<file path="src/hdl/epsf_pkg.sv">
package epsf_pkg;

  localparam int unsigned CoordW  = 16;
  localparam int unsigned CodeW   = 32;
  localparam int unsigned EnergyW = 24;
  localparam int unsigned MarginW = 13;
  localparam int unsigned CfgIdxW = 3;
  localparam int unsigned CfgW    = 24;
  localparam int unsigned BoxW    = 18;

  localparam logic signed [BoxW-1:0] BOX_X_HI = 18'sd4000;
  localparam logic signed [BoxW-1:0] BOX_Y_HI = 18'sd1872;
  localparam logic signed [BoxW-1:0] BOX_Z_HI = 18'sd16400;

  localparam logic signed [CodeW-1:0] PDG_ELECTRON = 32'sd11;
  localparam logic signed [CodeW-1:0] PDG_POSITRON = -32'sd11;
  localparam logic signed [CodeW-1:0] PDG_PHOTON   = 32'sd22;
  localparam logic signed [CodeW-1:0] PDG_PI0      = 32'sd111;
  localparam logic signed [CodeW-1:0] PDG_PROTON   = 32'sd2212;
  localparam logic signed [CodeW-1:0] PDG_MUON     = 32'sd13;
  localparam logic signed [CodeW-1:0] PDG_ANTIMUON = -32'sd13;

  typedef enum logic [CfgIdxW-1:0] {
    CFG_SHOWER_MIN = 3'd0,
    CFG_MUON_MIN   = 3'd1,
    CFG_PROTON_MIN = 3'd2,
    CFG_MARGIN     = 3'd3
  } cfg_reg_t;

  typedef struct packed {
    logic muon;
    logic proton;
    logic shower;
    logic vertex;
    logic last;
  } epsf_cls_t;

endpackage

</file>
<file path="src/hdl/epsf_front.sv">
module epsf_front
  import epsf_pkg::*;
(
  input  logic                      clk,
  input  logic                      rst_n,
  input  logic                      cfg_we,
  input  logic [CfgIdxW-1:0]        cfg_index,
  input  logic [CfgW-1:0]           cfg_wdata,
  input  logic                      is_beam_record,
  input  logic signed [CoordW-1:0]  vertex_x,
  input  logic signed [CoordW-1:0]  vertex_y,
  input  logic signed [CoordW-1:0]  vertex_z,
  input  logic                      is_simulated,
  input  logic signed [CodeW-1:0]   particle_code,
  input  logic [EnergyW-1:0]        energy_deposit,
  input  logic                      last_in_event,
  output epsf_cls_t                 cls
);

  logic [EnergyW-1:0] shower_min_r;
  logic [EnergyW-1:0] muon_min_r;
  logic [EnergyW-1:0] proton_min_r;
  logic [MarginW-1:0] margin_r;

  logic signed [BoxW-1:0] x_ext;
  logic signed [BoxW-1:0] y_ext;
  logic signed [BoxW-1:0] z_ext;
  logic signed [BoxW-1:0] m_ext;
  logic in_x;
  logic in_y;
  logic in_z;
  logic is_shower;
  logic is_proton;
  logic is_muon;

  always_ff @(posedge clk) begin
    if (!rst_n) begin
      shower_min_r <= '0;
      muon_min_r   <= '0;
      proton_min_r <= '0;
      margin_r     <= '0;
    end else if (cfg_we) begin
      case (cfg_index)
        CFG_SHOWER_MIN: shower_min_r <= cfg_wdata[EnergyW-1:0];
        CFG_MUON_MIN:   muon_min_r   <= cfg_wdata[EnergyW-1:0];
        CFG_PROTON_MIN: proton_min_r <= cfg_wdata[EnergyW-1:0];
        CFG_MARGIN:     margin_r     <= cfg_wdata[MarginW-1:0];
        default: ;
      endcase
    end
  end

  always_comb begin
    x_ext = {{(BoxW-CoordW){vertex_x[CoordW-1]}}, vertex_x};
    y_ext = {{(BoxW-CoordW){vertex_y[CoordW-1]}}, vertex_y};
    z_ext = {{(BoxW-CoordW){vertex_z[CoordW-1]}}, vertex_z};
    m_ext = {{(BoxW-MarginW){1'b0}}, margin_r};

    in_x = (x_ext > m_ext) && (x_ext < (BOX_X_HI - m_ext));
    in_y = (y_ext != '0) && (y_ext > (m_ext - BOX_Y_HI)) && (y_ext < (BOX_Y_HI - m_ext));
    in_z = (z_ext > m_ext) && (z_ext < (BOX_Z_HI - m_ext));

    is_shower = (particle_code == PDG_ELECTRON) || (particle_code == PDG_POSITRON) ||
                (particle_code == PDG_PHOTON)   || (particle_code == PDG_PI0);
    is_proton = (particle_code == PDG_PROTON);
    is_muon   = (particle_code == PDG_MUON) || (particle_code == PDG_ANTIMUON);

    cls.vertex = is_beam_record && in_x && in_y && in_z;
    cls.shower = is_simulated && is_shower && (energy_deposit >= shower_min_r);
    cls.proton = is_simulated && is_proton && (energy_deposit >= proton_min_r);
    cls.muon   = is_simulated && is_muon   && (energy_deposit >= muon_min_r);
    cls.last   = last_in_event;
  end

endmodule

</file>
<file path="src/hdl/epsf_queue.sv">
module epsf_queue
  import epsf_pkg::*;
#(
  parameter int unsigned DEPTH = 4
) (
  input  logic      clk,
  input  logic      rst_n,
  input  logic      push,
  input  epsf_cls_t push_data,
  output logic      full,
  input  logic      pop,
  output epsf_cls_t pop_data,
  output logic      empty
);

  localparam int unsigned PtrW = (DEPTH > 1) ? $clog2(DEPTH) : 1;
  localparam int unsigned CntW = $clog2(DEPTH + 1);
  localparam logic [PtrW-1:0] PtrLast = PtrW'(DEPTH - 1);
  localparam logic [CntW-1:0] CntFull = CntW'(DEPTH);

  epsf_cls_t       mem_r [DEPTH];
  logic [PtrW-1:0] wr_ptr_r;
  logic [PtrW-1:0] wr_ptr_nxt;
  logic [PtrW-1:0] rd_ptr_r;
  logic [PtrW-1:0] rd_ptr_nxt;
  logic [CntW-1:0] cnt_r;
  logic [CntW-1:0] cnt_nxt;
  logic            do_push;
  logic            do_pop;

  assign full     = (cnt_r == CntFull);
  assign empty    = (cnt_r == '0);
  assign do_push  = push && !full;
  assign do_pop   = pop && !empty;
  assign pop_data = mem_r[rd_ptr_r];

  always_comb begin
    wr_ptr_nxt = wr_ptr_r;
    rd_ptr_nxt = rd_ptr_r;
    cnt_nxt    = cnt_r;
    if (do_push) begin
      wr_ptr_nxt = (wr_ptr_r == PtrLast) ? '0 : wr_ptr_r + 1'b1;
    end
    if (do_pop) begin
      rd_ptr_nxt = (rd_ptr_r == PtrLast) ? '0 : rd_ptr_r + 1'b1;
    end
    if (do_push && !do_pop) begin
      cnt_nxt = cnt_r + 1'b1;
    end else if (do_pop && !do_push) begin
      cnt_nxt = cnt_r - 1'b1;
    end
  end

  always_ff @(posedge clk) begin
    if (!rst_n) begin
      wr_ptr_r <= '0;
      rd_ptr_r <= '0;
      cnt_r    <= '0;
    end else begin
      wr_ptr_r <= wr_ptr_nxt;
      rd_ptr_r <= rd_ptr_nxt;
      cnt_r    <= cnt_nxt;
    end
  end

  always_ff @(posedge clk) begin
    if (do_push) begin
      mem_r[wr_ptr_r] <= push_data;
    end
  end

endmodule

</file>
<file path="src/hdl/epsf_back.sv">
module epsf_back
  import epsf_pkg::*;
(
  input  logic      clk,
  input  logic      rst_n,
  input  logic      item_valid,
  input  epsf_cls_t item,
  output logic      item_pop,
  output logic      out_tvalid,
  input  logic      out_tready,
  output logic [7:0] out_tdata
);

  epsf_cls_t  flags_r;
  epsf_cls_t  flags_nxt;
  epsf_cls_t  merged;
  logic       out_valid_r;
  logic       out_valid_nxt;
  logic [4:0] out_data_r;
  logic [4:0] out_data_nxt;

  assign item_pop   = item_valid && (!item.last || !out_valid_r || out_tready);
  assign out_tvalid = out_valid_r;
  assign out_tdata  = {3'b000, out_data_r};

  always_comb begin
    merged        = flags_r | item;
    merged.last   = 1'b0;
    flags_nxt     = flags_r;
    out_valid_nxt = out_valid_r && !out_tready;
    out_data_nxt  = out_data_r;
    if (item_pop) begin
      if (item.last) begin
        flags_nxt     = '0;
        out_valid_nxt = 1'b1;
        out_data_nxt  = {merged.vertex, merged.shower, merged.proton, merged.muon,
                         merged.muon && (merged.proton || merged.shower) && merged.vertex};
      end else begin
        flags_nxt = merged;
      end
    end
  end

  always_ff @(posedge clk) begin
    if (!rst_n) begin
      flags_r     <= '0;
      out_valid_r <= 1'b0;
    end else begin
      flags_r     <= flags_nxt;
      out_valid_r <= out_valid_nxt;
    end
  end

  always_ff @(posedge clk) begin
    out_data_r <= out_data_nxt;
  end

  a_last_loads_out : assert property (@(posedge clk) disable iff (!rst_n)
    item_pop && item.last |=> out_valid_r)
    else $error("last record popped without loading a result");

  a_last_clears_flags : assert property (@(posedge clk) disable iff (!rst_n)
    item_pop && item.last |=> flags_r == '0)
    else $error("event flags not cleared after last record");

  a_flags_accumulate : assert property (@(posedge clk) disable iff (!rst_n)
    item_pop && !item.last |=> flags_r == (($past(flags_r) | $past(item)) & ~5'b00001))
    else $error("event flags lost a record's hit");

  a_no_overwrite : assert property (@(posedge clk) disable iff (!rst_n)
    out_valid_r && !out_tready |-> !(item_pop && item.last))
    else $error("pending result overwritten");

endmodule

</file>
<file path="src/hdl/event_particle_selection_filter.sv">
// Channel | Dir | tdata (low bit up)                           | tuser / tlast
// in_     | in  | vertex_x, vertex_y, vertex_z, particle_code, | tuser: is_beam_record,
//         |     | energy_deposit (104 bits)                    | is_simulated; tlast: last_in_event
// out_    | out | keep_event, saw_muon, saw_proton, saw_shower,| none
//         |     | vertex_inside, 3 zero bits                   |
// cfg_    | in  | write enable, 3-bit index, 24-bit data       | none
// One record per cycle while the queue is not full; the front classifies a record in its transfer
// cycle, and the result is registered in the back after the queue hands it the last record.
// Sustained rate is one record per clock unless a stalled output holds the back on a last record.
// Synchronous active-low reset clears flags, queue and thresholds (thresholds to zero).
// A stalled output holds the back only on a last record; the queue absorbs QUEUE_DEPTH records.
module event_particle_selection_filter
  import epsf_pkg::*;
#(
  parameter int unsigned QUEUE_DEPTH = 4
) (
  input  logic               clk,
  input  logic               rst_n,
  input  logic               cfg_we,
  input  logic [CfgIdxW-1:0] cfg_index,
  input  logic [CfgW-1:0]    cfg_wdata,
  input  logic               in_tvalid,
  output logic               in_tready,
  input  logic [103:0]       in_tdata,  // vertex_x, vertex_y, vertex_z, particle_code, energy_deposit
  input  logic [1:0]         in_tuser,  // is_beam_record, is_simulated
  input  logic               in_tlast,
  output logic               out_tvalid,
  input  logic               out_tready,
  output logic [7:0]         out_tdata  // keep_event, saw_muon, saw_proton, saw_shower, vertex_inside
);

  epsf_cls_t cls;
  epsf_cls_t q_item;
  logic      q_full;
  logic      q_empty;
  logic      q_pop;

  assign in_tready = !q_full;

  epsf_front u_front (
    .clk            (clk),
    .rst_n          (rst_n),
    .cfg_we         (cfg_we),
    .cfg_index      (cfg_index),
    .cfg_wdata      (cfg_wdata),
    .is_beam_record (in_tuser[0]),
    .vertex_x       (in_tdata[15:0]),
    .vertex_y       (in_tdata[31:16]),
    .vertex_z       (in_tdata[47:32]),
    .is_simulated   (in_tuser[1]),
    .particle_code  (in_tdata[79:48]),
    .energy_deposit (in_tdata[103:80]),
    .last_in_event  (in_tlast),
    .cls            (cls)
  );

  epsf_queue #(
    .DEPTH (QUEUE_DEPTH)
  ) u_queue (
    .clk       (clk),
    .rst_n     (rst_n),
    .push      (in_tvalid),
    .push_data (cls),
    .full      (q_full),
    .pop       (q_pop),
    .pop_data  (q_item),
    .empty     (q_empty)
  );

  epsf_back u_back (
    .clk        (clk),
    .rst_n      (rst_n),
    .item_valid (!q_empty),
    .item       (q_item),
    .item_pop   (q_pop),
    .out_tvalid (out_tvalid),
    .out_tready (out_tready),
    .out_tdata  (out_tdata)
  );

endmodule

</file>
<file path="config.mk">
export PLATFORM = sky130hd
export DESIGN_NAME = event_particle_selection_filter
export DESIGN_NICKNAME = d
export VERILOG_FILES = /design/src/hdl/epsf_pkg.sv /design/src/hdl/epsf_front.sv /design/src/hdl/epsf_queue.sv /design/src/hdl/epsf_back.sv /design/src/hdl/event_particle_selection_filter.sv
export SDC_FILE = /design/constraint.sdc
export NUM_CORES = 1
export LEC_CHECK = 0
export BUFFER_PORTS_ARGS = -buffer_cell sky130_fd_sc_hd__buf_2
export CAP_MARGIN = 20
export CELL_PAD_IN_SITES_DETAIL_PLACEMENT = 1
export CELL_PAD_IN_SITES_GLOBAL_PLACEMENT = 1
export CORE_UTILIZATION = 39
export CTS_BUF_LIST = sky130_fd_sc_hd__clkbuf_16
export DETAILED_ROUTE_END_ITERATION = 16
export GPL_TIMING_DRIVEN = 0
export PLACE_DENSITY_LB_ADDON = 0.1
export SETUP_SLACK_MARGIN = 0.15
export SLEW_MARGIN = 0
export SYNTH_ARGS = -nofsm -noshare
export SYNTH_HDL_FRONTEND = slang
export SYNTH_SLANG_ARGS = --single-unit
</file>
<file path="constraint.sdc">
create_clock -name clk -period 3.1 [get_ports clk]
set_input_delay 0 -clock clk [delete_from_list [all_inputs] [get_ports clk]]
set_output_delay 0 -clock clk [all_outputs]
set_load 0.01 [all_outputs]
</file>
Word level (Yosys, flattened, before mapping)
Memory sizes are Yosys's and may differ from the RTL's. A register that Yosys moved wholly into a read port is not among the register bits.
Index checks and enable logic that the tools add are counted.

word-level totals
  input port bits = 139
  memory bits (writable) = 20
  word-level logic and storage cells = 101
  output and inout bits = 10
  memories = 1
  register bits after elaboration = 103

operators by class
  bitwise operators = 1
  add/sub/neg operators = 8
  eq/ne operators = 13
  muxes and demuxes = 11
  order comparisons = 9
  reduce and logical (&&, ||, !) cells = 44

memories
  memory         depth  bits a word  rd ports  clocked after Yosys merged registers in  write ports  RTL line          source
  u_queue.mem_r  4      5            1         1                                        1            epsf_queue.sv:21  epsf_cls_t mem_r [DEPTH];

operators by type and width
  cell                      number
  $eq A32 B5 Y1 const B     4
  $ge A24 B24 Y1            3
  $gt A16 B14 Y1            3
  $eq A32 B13 Y1 const B    1
  $eq A32 B6 Y1 const B     1
  $eq A32 B8 Y1 const B     1
  $lt A16 B14 Y1            2
  $logic_and A1 B1 Y1       21
  $reduce_bool A18 Y1       1
  $lt A16 B16 Y1            1
  $sub A15 B13 Y16 const A  1
  $sub A11 B13 Y14 const A  1
  $sub A12 B13 Y14 const A  1
  $sub A13 B11 Y14 const B  1
  $reduce_and A2 Y1         5
  $mux W2                   4
  $logic_not A1 Y1          7
  $logic_or A1 B1 Y1        7
  $eq A3 B2 Y1 const B      2
  $logic_not A3 Y1          2
  $mux W3                   2
  $mux W5                   1
  $or A5 B5 Y5              1
  $add A2 B1 Y2 const B     2
  other kinds (7)           11

Logic depth before layout (Yosys ltp)
Gate-level depths: netlist of the first run.

  depth after elaboration = 8
  gate-level depth with buffers = 14

Modules after synthesis
From an unflattened synthesis of the first run, not the netlist that was laid out.

second synthesis, totals
  cells, all modules = 1119
  area total of the unflattened synthesis = 9400.3 µm²

by module, submodules not included
  module                           cells each  seq. area each (µm²)  times used  area an instance (µm²)
  epsf_front                       1001        1701.6                1           7770.0
  epsf_queue                       77          780.7                 1           1198.6
  epsf_back                        39          250.2                 1           424.2
  event_particle_selection_filter  2           0.0                   1           7.5

Worst setup path after synthesis of the first run
No wires, ideal clock.

  path kind = register to register
  from = register u_front.margin_r[0]
  to = memory u_queue.mem_r[0][1] in the netlist's numbering, data pin
  cell stages (with the launch flop) = 15
  clock period less this slack = 3.036 ns
  path slack = 0.064 ns
  arrival = 2.771 ns
  path through = dfxtp_1 or4_4 nor2_1 nor2_1 nor2_1 nor2_1 xnor2_1 ha_1 and4_1 and2_1 a222oi_1 nand3_1 o32ai_1 nor4b_1 and4_1

RTL lines
  what                    RTL line          source
  start, declared         epsf_front.sv:23  logic [MarginW-1:0] margin_r;
  start signal, assigned  epsf_front.sv:47  CFG_MARGIN: margin_r <= cfg_wdata[MarginW-1:0];
  end, declared           epsf_queue.sv:21

==> impl_results.md, run 1 <==
- R2r setup slk: -220 ps
- Synth-to-layout area growth: 23.5%
- Crit end category: flop
- Ant. Diodes: 0
- Primary FF master, synth: dfxtp_1
- Switching share of total power: about 31%
- Final non-filler cell total: 1,642
- Clock latency at the later pin of the worst-skew pair: between 400 and 500 ps
- Clock Power Share: between 30% and 40%
- Vias: 8,624
- Kind of start point of the critical path: flop
- Min Clock Period, post-route: 3320 ps
- Arr. time, crit path: 3610 ps
- CTS H-tree depth: 4
- Crit path kind: flop to flop
- Pins over their slew limit: 0
- Synth unique cells: 67
- Layout cells sized above 1: 17.6%
- Worst R2R Path Depth: 13
- Final worst slack: -224 ps
- Post-synth EDFFs: 25
- Power share of the combinational group: 24.9%
- Met2 WL: between 10,000 and 15,000 µm
- DRC errors left: 0
- GPL Wtd Cong: 0.851
- Sw power: 1.64 mW
- Max VDD drop: 312 µV
- Flip-flop and latch area: approximately 2700 µm²
- Reg2reg start: u_front.margin_r[1]
- Critical path required time: 3380 ps
- RSZ-0062 raised after global routing: yes
- Max-Cap Viols: 0
- Count leader, synth: nand2_1
- Critical path's top delay family: simple AND/OR/NAND/NOR gates
- Cells after DPL: 1,580
- Initial antenna violation count: 0
- CTS Root Cell: clkbuf_16
- Worst Max-Slew Pin Slew: 874 ps
- Status: finished, violations left
- CTS tree: done
- Relative slew margins: 41.3%
- Inserted Clock Buffers: 17
- Flip-flop and latch count after synthesis: about 120
- Hold_sp: rst_n
- Die Footprint: 24,700 µm²
- Die height: 157 µm
- Metal-1 WL: 13,900 µm
- Nets: 1,619
- CORE AREA: about 24,000 µm²
- Synth warnings: 0
- Sequential share of power: 35.7%
- Drt initial violations: 278
- Clock tree buffer depth: 2
- Top Layer Used: met4
- Met3 routed WL: around 1100 µm
- Clk_skew: 9.28 ps
- Max stage delay on crit path: ~570 ps
- Cell Rows: 56
- Setup TNS: -890 ps
- Num ports: 149
- Final Hold Fails: 0
- Post-synth ARST share: 0%
- RR Endpoint: u_queue.mem_r[3][1]
- Starting Density: 39.8%
- Setup Viol. Count Final: 4
- First-pass GRT wire length: 46,400 µm
- Post-Route WL: 29,100 µm
- Fill cell count: 2,895
- Gr ovfl total: 0
- Fmax: 0.301 GHz
- # port buffers: between 100 and 150
- Power per cell area: between 400 and 500 nW/µm²
- Slowest stage cell, crit path: or4_4
- Clk pin slew, worst setup/hold paths: ~70 ps
- Num Clock Sinks: 124
- Internal Power: 3.70 mW
- Via/cell ratio: approximately 5.3
- Multi-input logic area: 6250 µm²
- Worst min path class: input pin to flop
- Post-synth top area share: 22.6%
- Post-synth top area cell: ha_1
- WHS Path Cells: 2
- Period utilization: 107%
- GRT Total Usage: roughly a quarter
- Instance count of the mapped netlist: between 1,000 and 1,500
- Post-DP HPWL: approximately 23,000 µm
- Total power: 5.34 mW
- Failing checks: setup timing
- Chip Width: 157 µm
- Hold Path End: u_front.muon_min_r[18]
- CP max FO: 4
- CP bufs+invs: 0
- Post-synth top cells: nand2_1, ha_1, dfxtp_1
- Largest net degree at the start of global routing: 17
- Avg Inst Size Synth: 8.40 µm²
- Pre-antenna DRT Iters: 4
- Leak pwr: 4.60 nW
- Antenna Nets Post-Route: 0
- Area contributors post-synth: ha_1, dfxtp_1, nand2_1
- Post-synthesis sequential area ratio: 29.2%
- Crit path cell chain: or4_4, nor2_4, nand4_1, nand2_2, xnor2_2, ha_1, a211oi_1, nor2_1, nor2_2, or2_2, o2111ai_1, nor4b_2, and4_4
- Drt wl/cell: 17.7 µm
- Mapped Area: 9370 µm²
- Vias in the first global route: 8,847
## through the flow
stage	cell area, µm²	hold slack [ps]	util, %	setup WS [ps]
finish	11600	27.1	49.1	-224
global placement	10500	227	44.6	-1010
CTS	11500	38.3	49.0	-203
global route	11600	54.4	49.1	-308
detailed placement	10500	235	44.6	-953
floorplan	9390	98.9	-	150
## registers in the layout, indices dropped and copies added, names as in the netlist, named ones only
register,count
u_queue.cnt_r,3
u_front.shower_min_r,24
u_back.flags_r,4
u_queue.rd_ptr_r,2
u_back.out_data_r,5
u_front.proton_min_r,24
u_queue.mem_r,20
u_back.out_tvalid,1
u_queue.wr_ptr_r,2
u_front.muon_min_r,24
u_front.margin_r,13
## worst max-delay path by stage
stage	start	to	slack [ps]	depth (start not counted)
5_1_grt	u_front.margin_r[1]	u_queue.mem_r[3][1]	-310	13
6_report	u_front.margin_r[1]	u_queue.mem_r[3][1]	-220	13
2_1_floorplan	u_front.margin_r[3]	u_queue.mem_r[0][1]	150	14
3_5_place_dp	u_front.margin_r[4]	u_queue.mem_r[0][1]	-950	12
3_3_place_gp	u_front.margin_r[4]	u_queue.mem_r[0][1]	-1010	12
4_1_cts	u_front.margin_r[1]	u_queue.mem_r[3][1]	-200	13
## area by class of cell
type	instances	area share, %
buffer	38	1.44
clock buffer	17	3.68
clock inverter	15	1.62
inverter	102	3.35
multi-input combinational	853	54.0
sequential	124	23.7
tap	319	3.45
timing repair buffer	174	8.76
## cell usage in the layout, fill, tap and decap left out, drive strengths merged, types with 27 or more instances in the layout
| master | count |
|---|---|
| buf | 154 |
| dlygate4sd3 | 27 |
| inv | 104 |
| nor2 | 40 |
| nand2 | 209 |
| clkbuf | 48 |
| ha | 169 |
| nand4 | 30 |
| a21oi | 56 |
| xnor2 | 29 |
| dfxtp | 99 |
| a21boi | 87 |
| o21ai | 33 |
## kinds of logic (layout without fill, tap and decap cells)
logic type,count (synthesis),in the layout,share of synthesized area (%)
multiplexers,7,7,1.58
buffers and inverters,140,346,5.86
other,1,3,0.0400
AND/OR/NAND/NOR,392,392,19.6
AO/OA/AOI/OAI,249,249,18.0
adder cells (fa/ha/maj),170,170,22.8
XOR/XNOR,32,32,2.99
flip-flops,124,124,29.2
## worst register-to-register path, stage by stage (launching register included)
cell,delay (ps)
dfxtp_2,330
or4_4,570
nor2_4,140
nand4_1,200
nand2_2,150
xnor2_2,90
ha_1,320
a211oi_1,240
nor2_1,80
nor2_2,140
or2_2,130
o2111ai_1,120
nor4b_2,340
and4_4,310
## power by group through the flow
| stage | sequential [mW] | clock, mW | combinational (mW) |
|---|---|---|---|
| floorplan | 1.94 | 0 | 0.816 |
| global placement | 1.94 | 0 | 1.22 |
| detailed placement | 1.94 | 0 | 1.27 |
| CTS | 1.91 | 2.15 | 1.33 |
| global route | 1.93 | 2.23 | 1.50 |
| finish | 1.91 | 2.10 | 1.33 |
## routing by layer
metal | GRT usage (%) | up-vias
li1 | - | 4346
met1 | 32.4 | 4112
met2 | 41.2 | 139
met3 | 4.71 | 27
met4 | 6.49 | 0
met5 | 0 | -
## what timing repair did
| item | in CTS | in global routing |
|---|---|---|
| setup buffers | 2 | 1 |
| pin swaps | 17 | 4 |
| endpoints found under the setup margin | 4 | 8 |
| hold buffers | 27 | 0 |
| endpoints found under the hold margin | 94 | 0 |
| gates resized for setup | 32 | 12 |
No activity file was read; power rests on OpenSTA's default activity.
==> inputs of run 2 (changes only) <==
Settings changed: CELL_PAD_IN_SITES_DETAIL_PLACEMENT 1 to unset, CELL_PAD_IN_SITES_GLOBAL_PLACEMENT 1 to unset, CORE_MARGIN set to 5, CORE_UTILIZATION 39 to 53, PLACE_DENSITY set to 0.78, PLACE_DENSITY_LB_ADDON 0.1 to unset.
==> run 2 against run 1 <==
  * Utilization up 16 points
  * Fmax rose by 0.97%
  * Wire length shrank 15%
  * Critical endpoint is now u_queue.mem_r[0][1]
  * Critical path depth stayed put
  * Worst setup slack better by 32 ps
  * Sequential power hardly changed
  * The flow still finishes with violations (setup timing)
  * Non-clock buffer count shrank 1
  * Clock skew down 2.0 ps
  * Sequential share of layout area increased by 0.52 points
  * Cell count fell by 5.9%
==> impl_results.md, run 2 (synthesis gave the netlist of run 1 again) <==
- Num ports: 149 (unchanged)
- RR Endpoint: u_queue.mem_r[0][1] (was u_queue.mem_r[3][1])
- Reg2reg start: u_front.margin_r[3] (was u_front.margin_r[1])
- Clock latency at the later pin of the worst-skew pair: 420 ps (was 430 ps)
- Fmax: 0.304 GHz (was 0.301 GHz)
- Worst min path class: input pin to flop (unchanged)
- Final non-filler cell total: 1,545 (was 1,642)
- Hold Path End: u_front.muon_min_r[22] (was u_front.muon_min_r[18])
- R2r setup slk: -190 ps (was -220 ps)
- Period utilization: 106% (was 107%)
- Cells after DPL: 1,486 (was 1,580)
- Critical path required time: 3380 ps (about the same)
- Final Hold Fails: 0 (unchanged)
- RSZ-0062 raised after global routing: yes (unchanged)
- Gr ovfl total: 0 (unchanged)
- Max VDD drop: 438 µV (was 312 µV)
- WHS Path Cells: 2 (unchanged)
- Crit path kind: flop to flop (unchanged)
- Post-DP HPWL: 19,700 µm (was 23,200 µm)
- Cell Rows: 48 (was 56)
- Most frequent cells in the layout: nand2_1, ha_1, buf_2, inv_1, dfxtp_1 (unchanged)
- Worst Max-Slew Pin Slew: 835 ps (was 874 ps)
- Ant. Diodes: 0 (unchanged)
- # port buffers: 144 (unchanged)
- Failing checks: setup timing (unchanged)
- Initial antenna violation count: 0 (unchanged)
- Post-Route WL: 24,700 µm (was 29,100 µm)
- Inserted Clock Buffers: 17 (unchanged)
- Slowest stage cell, crit path: or4_4 (unchanged)
- Placed Area: 10,400 µm² (was 10,500 µm²)
- Clock tree buffer depth: 2 (unchanged)
- Nets: 1,618 (was 1,619)
- Power per cell area: 442 nW/µm² (was 462 nW/µm²)
- DRC errors left: 0 (unchanged)
- Chip Width: 143 µm (was 157 µm)
- Max stage delay on crit path: 560 ps (was 570 ps)
- CTS H-tree depth: 4 (unchanged)
- CP bufs+invs: 0 (unchanged)
- Final worst slack: -192 ps (was -224 ps)
- Vias: 8,604 (was 8,624)
- Die height: 143 µm (was 157 µm)
- Hold_sp: rst_n (unchanged)
- Crit path cell chain: or4_4, nor2_4, nand4_1, nand2_1, xnor2_1, ha_1, a211oi_2, nor2_1, nor2_2, or2_2, o2111ai_2, nor4b_2, and4_4 (was or4_4, nor2_4, nand4_1, nand2_2, xnor2_2, ha_1, a211oi_1, nor2_1, nor2_2, or2_2, o2111ai_1, nor4b_2, and4_4)
- Relative slew margins: 42.9% (was 41.3%)
- Max-Cap Viols: 0 (unchanged)
- Critical path's top delay family: simple AND/OR/NAND/NOR gates (unchanged)
- Final core occ: 65.4% (was 49.1%)
- Status: finished, violations left (unchanged)
- CTS Root Cell: clkbuf_16 (unchanged)
- Synth-to-layout area growth: 20.8% (was 23.5%)
- Largest net degree at the start of global routing: 17 (unchanged)
- Commonest non-fill, non-tap cell in the layout: nand2_1 (unchanged)
- Num Clock Sinks: 124 (unchanged)
- Via/cell ratio: 5.57 (was 5.25)
- Pre-antenna DRT Iters: 4 (unchanged)
- Crit end category: flop (unchanged)
- GPL Wtd Cong: 0.952 (was 0.851)
- Leak pwr: 4.55 nW (was 4.60 nW)
- Min Clock Period, post-route: 3290 ps (was 3320 ps)
- Antenna Nets Post-Route: 0 (unchanged)
- WHS: 12.7 ps (was 27.1 ps)
- Biggest regs: u_front.muon_min_r: 24 flops, u_front.proton_min_r: 24 flops, u_front.shower_min_r: 24 flops (unchanged)
- Vias in the first global route: 8,326 (was 8,847)
- Layout cells sized above 1: 16.8% (was 17.6%)
- Pins over their slew limit: 0 (unchanged)
- Drt wl/cell: 16.0 µm (was 17.7 µm)
- GRT Total Usage: 24.0% (was 24.7%)
- Starting Density: 54.2% (was 39.8%)
- CTS tree: done (unchanged)
- Die Footprint: 20,400 µm² (was 24,700 µm²)
- Arr. time, crit path: 3570 ps (was 3610 ps)
- Clk pin slew, worst setup/hold paths: 60 ps (was 70 ps)
- Drt initial violations: 499 (was 278)
- Kind of start point of the critical path: flop (unchanged)
- First-pass GRT wire length: 39,600 µm (was 46,400 µm)
- Worst R2R Path Depth: 13 (unchanged)
- Design Area, Final: 11,300 µm² (was 11,600 µm²)
- CORE AREA: 17,300 µm² (was 23,500 µm²)
- Setup Viol. Count Final: 4 (unchanged)
- CP max FO: 4 (unchanged)
- Setup TNS: -766 ps (was -890 ps)
- Clk_skew: 7.30 ps (was 9.28 ps)
## run 2: worst reg2reg max path: cells and delay by family, from the launching register on
family / cells / cell delay, ps
XOR/XNOR: 1 / 130
adder cells (fa/ha/maj): 1 / 280
flip-flops: 1 / 320
AO/OA/AOI/OAI: 2 / 340
AND/OR/NAND/NOR: 9 / 2080
## run 2: per-stage QoR
step	setup WS (ps)	total power, mW
3_5_place_dp	-723	3.17
4_1_cts	-137	5.01
2_1_floorplan	150	2.76
3_3_place_gp	-742	3.12
5_1_grt	-271	5.27
6_report	-192	5.00
## run 2: power by group
part           internal (mW)  switching, mW
combinational          0.595          0.680
sequential              1.82         0.0847
clock                   1.12          0.699
## run 2: per-layer routing
| metal | track usage (%) | up-vias | share of wire [%] |
|---|---|---|---|
| met4 | 7.30 | 0 | 2.1 |
| met1 | 32.2 | 3993 | 44 |
| li1 | - | 4326 | - |
| met5 | 0 | - | 0 |
| met3 | 5.06 | 47 | 6.7 |
| met2 | 39.2 | 238 | 47 |
## run 2: cell type report
cell class / instances / area (µm²)
clock inverters: 12 / 83.8
fillers: 1438 / 5980
well taps: 225 / 282
multi-input cells: 853 / 6210
plain buffers: 38 / 164
repair buffers: 173 / 1000
clock buffers: 18 / 450
flip-flops and latches: 124 / 2740
inverters: 102 / 390
## run 2: worst max-delay path by stage
stage,startpoint,slack [ps],endpoint,cells past startpoint
5_1_grt,u_front.margin_r[1],-270,u_queue.mem_r[3][1],13
6_report,u_front.margin_r[3],-190,u_queue.mem_r[0][1],13
2_1_floorplan,u_front.margin_r[3],150,u_queue.mem_r[0][1],14
3_5_place_dp,u_front.margin_r[4],-720,u_queue.mem_r[0][1],12
3_3_place_gp,u_front.margin_r[4],-740,u_queue.mem_r[3][1],12
4_1_cts,u_front.margin_r[1],-140,u_queue.mem_r[1][1],13
## run 2: timing repair
action,in CTS,in global routing
gates resized for setup,27,5
setup buffers,3,0
hold endpoints to repair,90,0
hold buffers,26,0
endpoints found under the setup margin,4,4
pin swaps,4,3
==> inputs of run 3 (changes only) <==
Settings changed: SYNTH_HIERARCHICAL set to 1.
==> run 3 against run 2 <==
  * Via count is 0.20% higher
  * Flip-flop and latch count did not move
  * The flow still finishes with violations (setup timing)
  * Critical path depth is 2 higher
  * First-iteration DRC count up 0.40%
  * Sequential share of layout area is 0.42 points lower
  * Cell count is 1.2% higher
  * Critical endpoint is now u_queue/mem_r[2][1]
  * Sequential power hardly changed
  * Count of clock-buffer cells in the layout is the same
==> impl_results.md, run 3 <==
- Status: finished, violations left (unchanged)
- Failing checks: setup timing (unchanged)
- Crit path cell chain: or4_4, nand2_4, nand2_4, nand2_4, buf_4, buf_4, xnor2_1, ha_1, a21oi_1, nor2_2, a211oi_2, a21oi_1, nor4bb_2, o2111ai_2, nor3_4 (was or4_4, nor2_4, nand4_1, nand2_1, xnor2_1, ha_1, a211oi_2, nor2_1, nor2_2, or2_2, o2111ai_2, nor4b_2, and4_4)
- Synth warnings: 6 (was 0)
- Fmax: 0.297 GHz (was 0.304 GHz)
- Synth Area in Simple Gates: 20.3% (was 19.6%)
- Post-synth EDFFs: 25 (unchanged)
- # port buffers: 144 (unchanged)
- Initial antenna violation count: 1 (was 0)
- Gr ovfl total: 0 (unchanged)
- First-pass GRT wire length: 39,600 µm (about the same)
- Clock latency at the later pin of the worst-skew pair: 420 ps (about the same)
- Biggest regs: u_front/muon_min_r: 24 flops, u_front/proton_min_r: 24 flops, u_front/shower_min_r: 24 flops (was u_front.muon_min_r: 24 flops, u_front.proton_min_r: 24 flops, u_front.shower_min_r: 24 flops)
- Pins over their slew limit: 0 (unchanged)
- Clk_skew: 8.88 ps (was 7.30 ps)
- Critical path's top delay family: simple AND/OR/NAND/NOR gates (unchanged)
- Instance count of the mapped netlist: 1,119 (was 1,115)
- Count leader, synth: nand2_1 (unchanged)
- Final core occ: 66.5% (was 65.4%)
- Nets: 1,634 (was 1,618)
- Chip Width: 143 µm (about the same)
- Drt initial violations: 501 (was 499)
- Slowest stage cell, crit path: or4_4 (unchanged)
- Clock Power Share: 38.9% (was 36.3%)
- Switching share of total power: 29.6% (was 29.3%)
- Avg Inst Size Synth: 8.40 µm² (about the same)
- Power share of the combinational group: 24.6% (was 25.5%)
- Clk pin slew, worst setup/hold paths: 60 ps (about the same)
- Final Hold Fails: 0 (unchanged)
- CTS tree: done (unchanged)
- Num Clock Sinks: 124 (unchanged)
- Largest net degree at the start of global routing: 17 (unchanged)
- Final non-filler cell total: 1,563 (was 1,545)
- CP most frequent cell: nand2_4
- Die height: 143 µm (about the same)
- Setup Viol. Count Final: 4 (unchanged)
- Post-synthesis sequential area ratio: 29.1% (was 29.2%)
- Final worst slack: -273 ps (was -192 ps)
- Crit path kind: flop to flop (unchanged)
- Commonest non-fill, non-tap cell in the layout: nand2_1 (unchanged)
- Synth Area in Compound Gates: 17.6% (was 18.0%)
- XOR/XNOR share of the synthesized area: 2.98% (was 2.99%)
- Post-DP HPWL: 19,500 µm (was 19,700 µm)
- Antenna Nets Post-Route: 0 (unchanged)
- Cell Rows: 48 (unchanged)
- Mapped Area: 9400 µm² (was 9370 µm²)
- CTS Root Cell: clkbuf_16 (unchanged)
- Post-synth top area share: 22.5% (was 22.6%)
- Mux contribution to synthesized area: 1.62% (was 1.58%)
- Flip-flop and latch area: 2740 µm² (about the same)
- Primary FF master, synth: dfxtp_1 (unchanged)
- Critical path required time: 3340 ps (was 3380 ps)
- Post-synth top cells: nand2_1, ha_1, dfxtp_1 (unchanged)
- Design Area, Final: 11,500 µm² (was 11,300 µm²)
- Worst Max-Slew Pin Slew: 703 ps (was 835 ps)
- Most frequent cells in the layout: nand2_1, ha_1, buf_2, dfxtp_1, inv_1 (was nand2_1, ha_1, buf_2, inv_1, dfxtp_1)
- Sw power: 1.53 mW (was 1.46 mW)
- Ant. Diodes: 0 (unchanged)
- Layout cells sized above 1: 19.3% (was 16.8%)
- Flip-flop and latch count after synthesis: 124 (unchanged)
- Min Clock Period, post-route: 3370 ps (was 3290 ps)
- Post-synth ARST share: 0% (unchanged)
- CTS H-tree depth: 4 (unchanged)
- GRT Total Usage: 24.1% (was 24.0%)
- Cells after DPL: 1,490 (was 1,486)
- Post-Route WL: 24,800 µm (was 24,700 µm)
- Arr. time, crit path: 3610 ps (was 3570 ps)
- CP bufs+invs: 2 (was 0)
- Clock tree buffer depth: 2 (unchanged)
- RSZ-0062 raised after global routing: yes (unchanged)
- CORE AREA: 17,400 µm² (was 17,300 µm²)
- Via/cell ratio: 5.52 (was 5.57)
- Vias in the first global route: 8,460 (was 8,326)
- Synth unique cells: 70 (was 67)
- Worst min path class: input pin to flop (unchanged)
- Placed Area: 10,400 µm² (about the same)
- Drt wl/cell: 15.9 µm (was 16.0 µm)
- Area contributors post-synth: ha_1, dfxtp_1, nand2_1 (unchanged)
- GPL Wtd Cong: 0.874 (was 0.952)
- Max-Cap Viols: 0 (unchanged)
- Adder-Cell Fraction of Synth Area: 22.7% (was 22.8%)
- Inserted Clock Buffers: 17 (unchanged)
- Die Footprint: 20,500 µm² (was 20,400 µm²)
- Num ports: 149 (unchanged)
- Max VDD drop: 386 µV (was 438 µV)
- Relative slew margins: 52.8% (was 42.9%)
- Fill cell count: 1,480 (was 1,438)
- Synth-to-layout area growth: 22.8% (was 20.8%)
- Pre-antenna DRT Iters: 5 (was 4)
- Crit end category: flop (unchanged)
- DRC errors left: 0 (unchanged)
- Sequential share of power: 36.5% (was 38.2%)
- Setup TNS: -1090 ps (was -766 ps)
- Post-synth top area cell: ha_1 (unchanged)
- CP max FO: 4 (unchanged)
- Max stage delay on crit path: 560 ps (about the same)
- Kind of start point of the critical path: flop (unchanged)
- Largest family of logic cells by synthesized area: adder cells (unchanged)
- Multi-input logic area: 6270 µm² (was 6210 µm²)
- Internal Power: 3.64 mW (was 3.53 mW)
- Leak pwr: 4.64 nW (was 4.55 nW)
- Starting Density: 54.2% (about the same)
- Total power: 5.18 mW (was 5.00 mW)
- Vias: 8,621 (was 8,604)
- Power per cell area: 449 nW/µm² (was 442 nW/µm²)
- Period utilization: 109% (was 106%)
-- run 3: cell types whose count changed in the layout (fill, tap and decap cells not counted), moves of 12 or more --
cell      before  now
nand2_1      209  222
a21boi_0      85   73
buf_4          6   18
a21boi_1       2   17
-- run 3: cells by family (layout without fill, tap and decap cells) --
logic type	count (synthesis)	count (layout)
buf+inv	138	355
compound gates	245	245
simple gates	400	400
xor+xnor	32	32
other cells	1	3
flops	124	124
fa+ha+maj	170	170
mux	9	9
-- run 3: area by class of cell --
cell class              instances  share of cell area (%)
flip-flops and latches        124                    23.8
clock inverters                14                    1.36
clock buffers                  18                    3.90
repair buffers                185                    9.50
plain buffers                  39                    1.47
well taps                     225                    2.44
inverters                      99                    3.23
multi-input cells             859                    54.3
-- run 3: per-stage QoR --
stage	hold WS, ps	worst slack, ps
floorplan	135	27.3
global placement	216	-548
detailed placement	221	-596
CTS	10.4	-291
global route	32.2	-444
finish	26.4	-273
-- run 3: routing by layer --
| metal | vias to the layer above | global-route usage, % | wire length (µm) |
|---|---|---|---|
| met5 | - | 0 | 7 |
| met4 | 2 | 8.40 | 652 |
| met3 | 49 | 4.76 | 1430 |
| met2 | 233 | 42.7 | 12200 |
| met1 | 3981 | 29.1 | 10500 |
| li1 | 4356 | - | - |
-- run 3: final timing paths --
path	startpoint	to	slack, ps	cells past startpoint
worst min register to register	u_front/proton_min_r[10]	u_front/proton_min_r[10]	450	2
worst min-delay path	cfg_index[0]	u_front/proton_min_r[23]	30	4
worst max-delay path	u_front/margin_r[1]	u_queue/mem_r[2][1]	-270	15
worst max register to register	u_front/margin_r[1]	u_queue/mem_r[2][1]	-270	15
-- run 3: tightest hold or removal path: stages --
cell,delay [ps]
buf_2,140
nor2_1,120
nand2_1,80
a21boi_0,60
-- run 3: repair_timing --
item                                   4_1_cts  5_1_grt
setup endpoints to repair                    4        8
gates resized for setup                     11       25
endpoints found under the hold margin       94        0
buffers inserted                             9        5
hold buffers                                27        0
pin swaps                                   11       14
-- run 3: power by group through the flow --
stage | combinational, mW | clock, mW | sequential [mW]
after global routing | 1.44 | 2.12 | 1.91
after global placement | 1.16 | 0 | 1.92
final | 1.27 | 2.01 | 1.89
after detailed placement | 1.21 | 0 | 1.93
after floorplan | 0.808 | 0 | 1.93
after CTS | 1.26 | 2.04 | 1.89
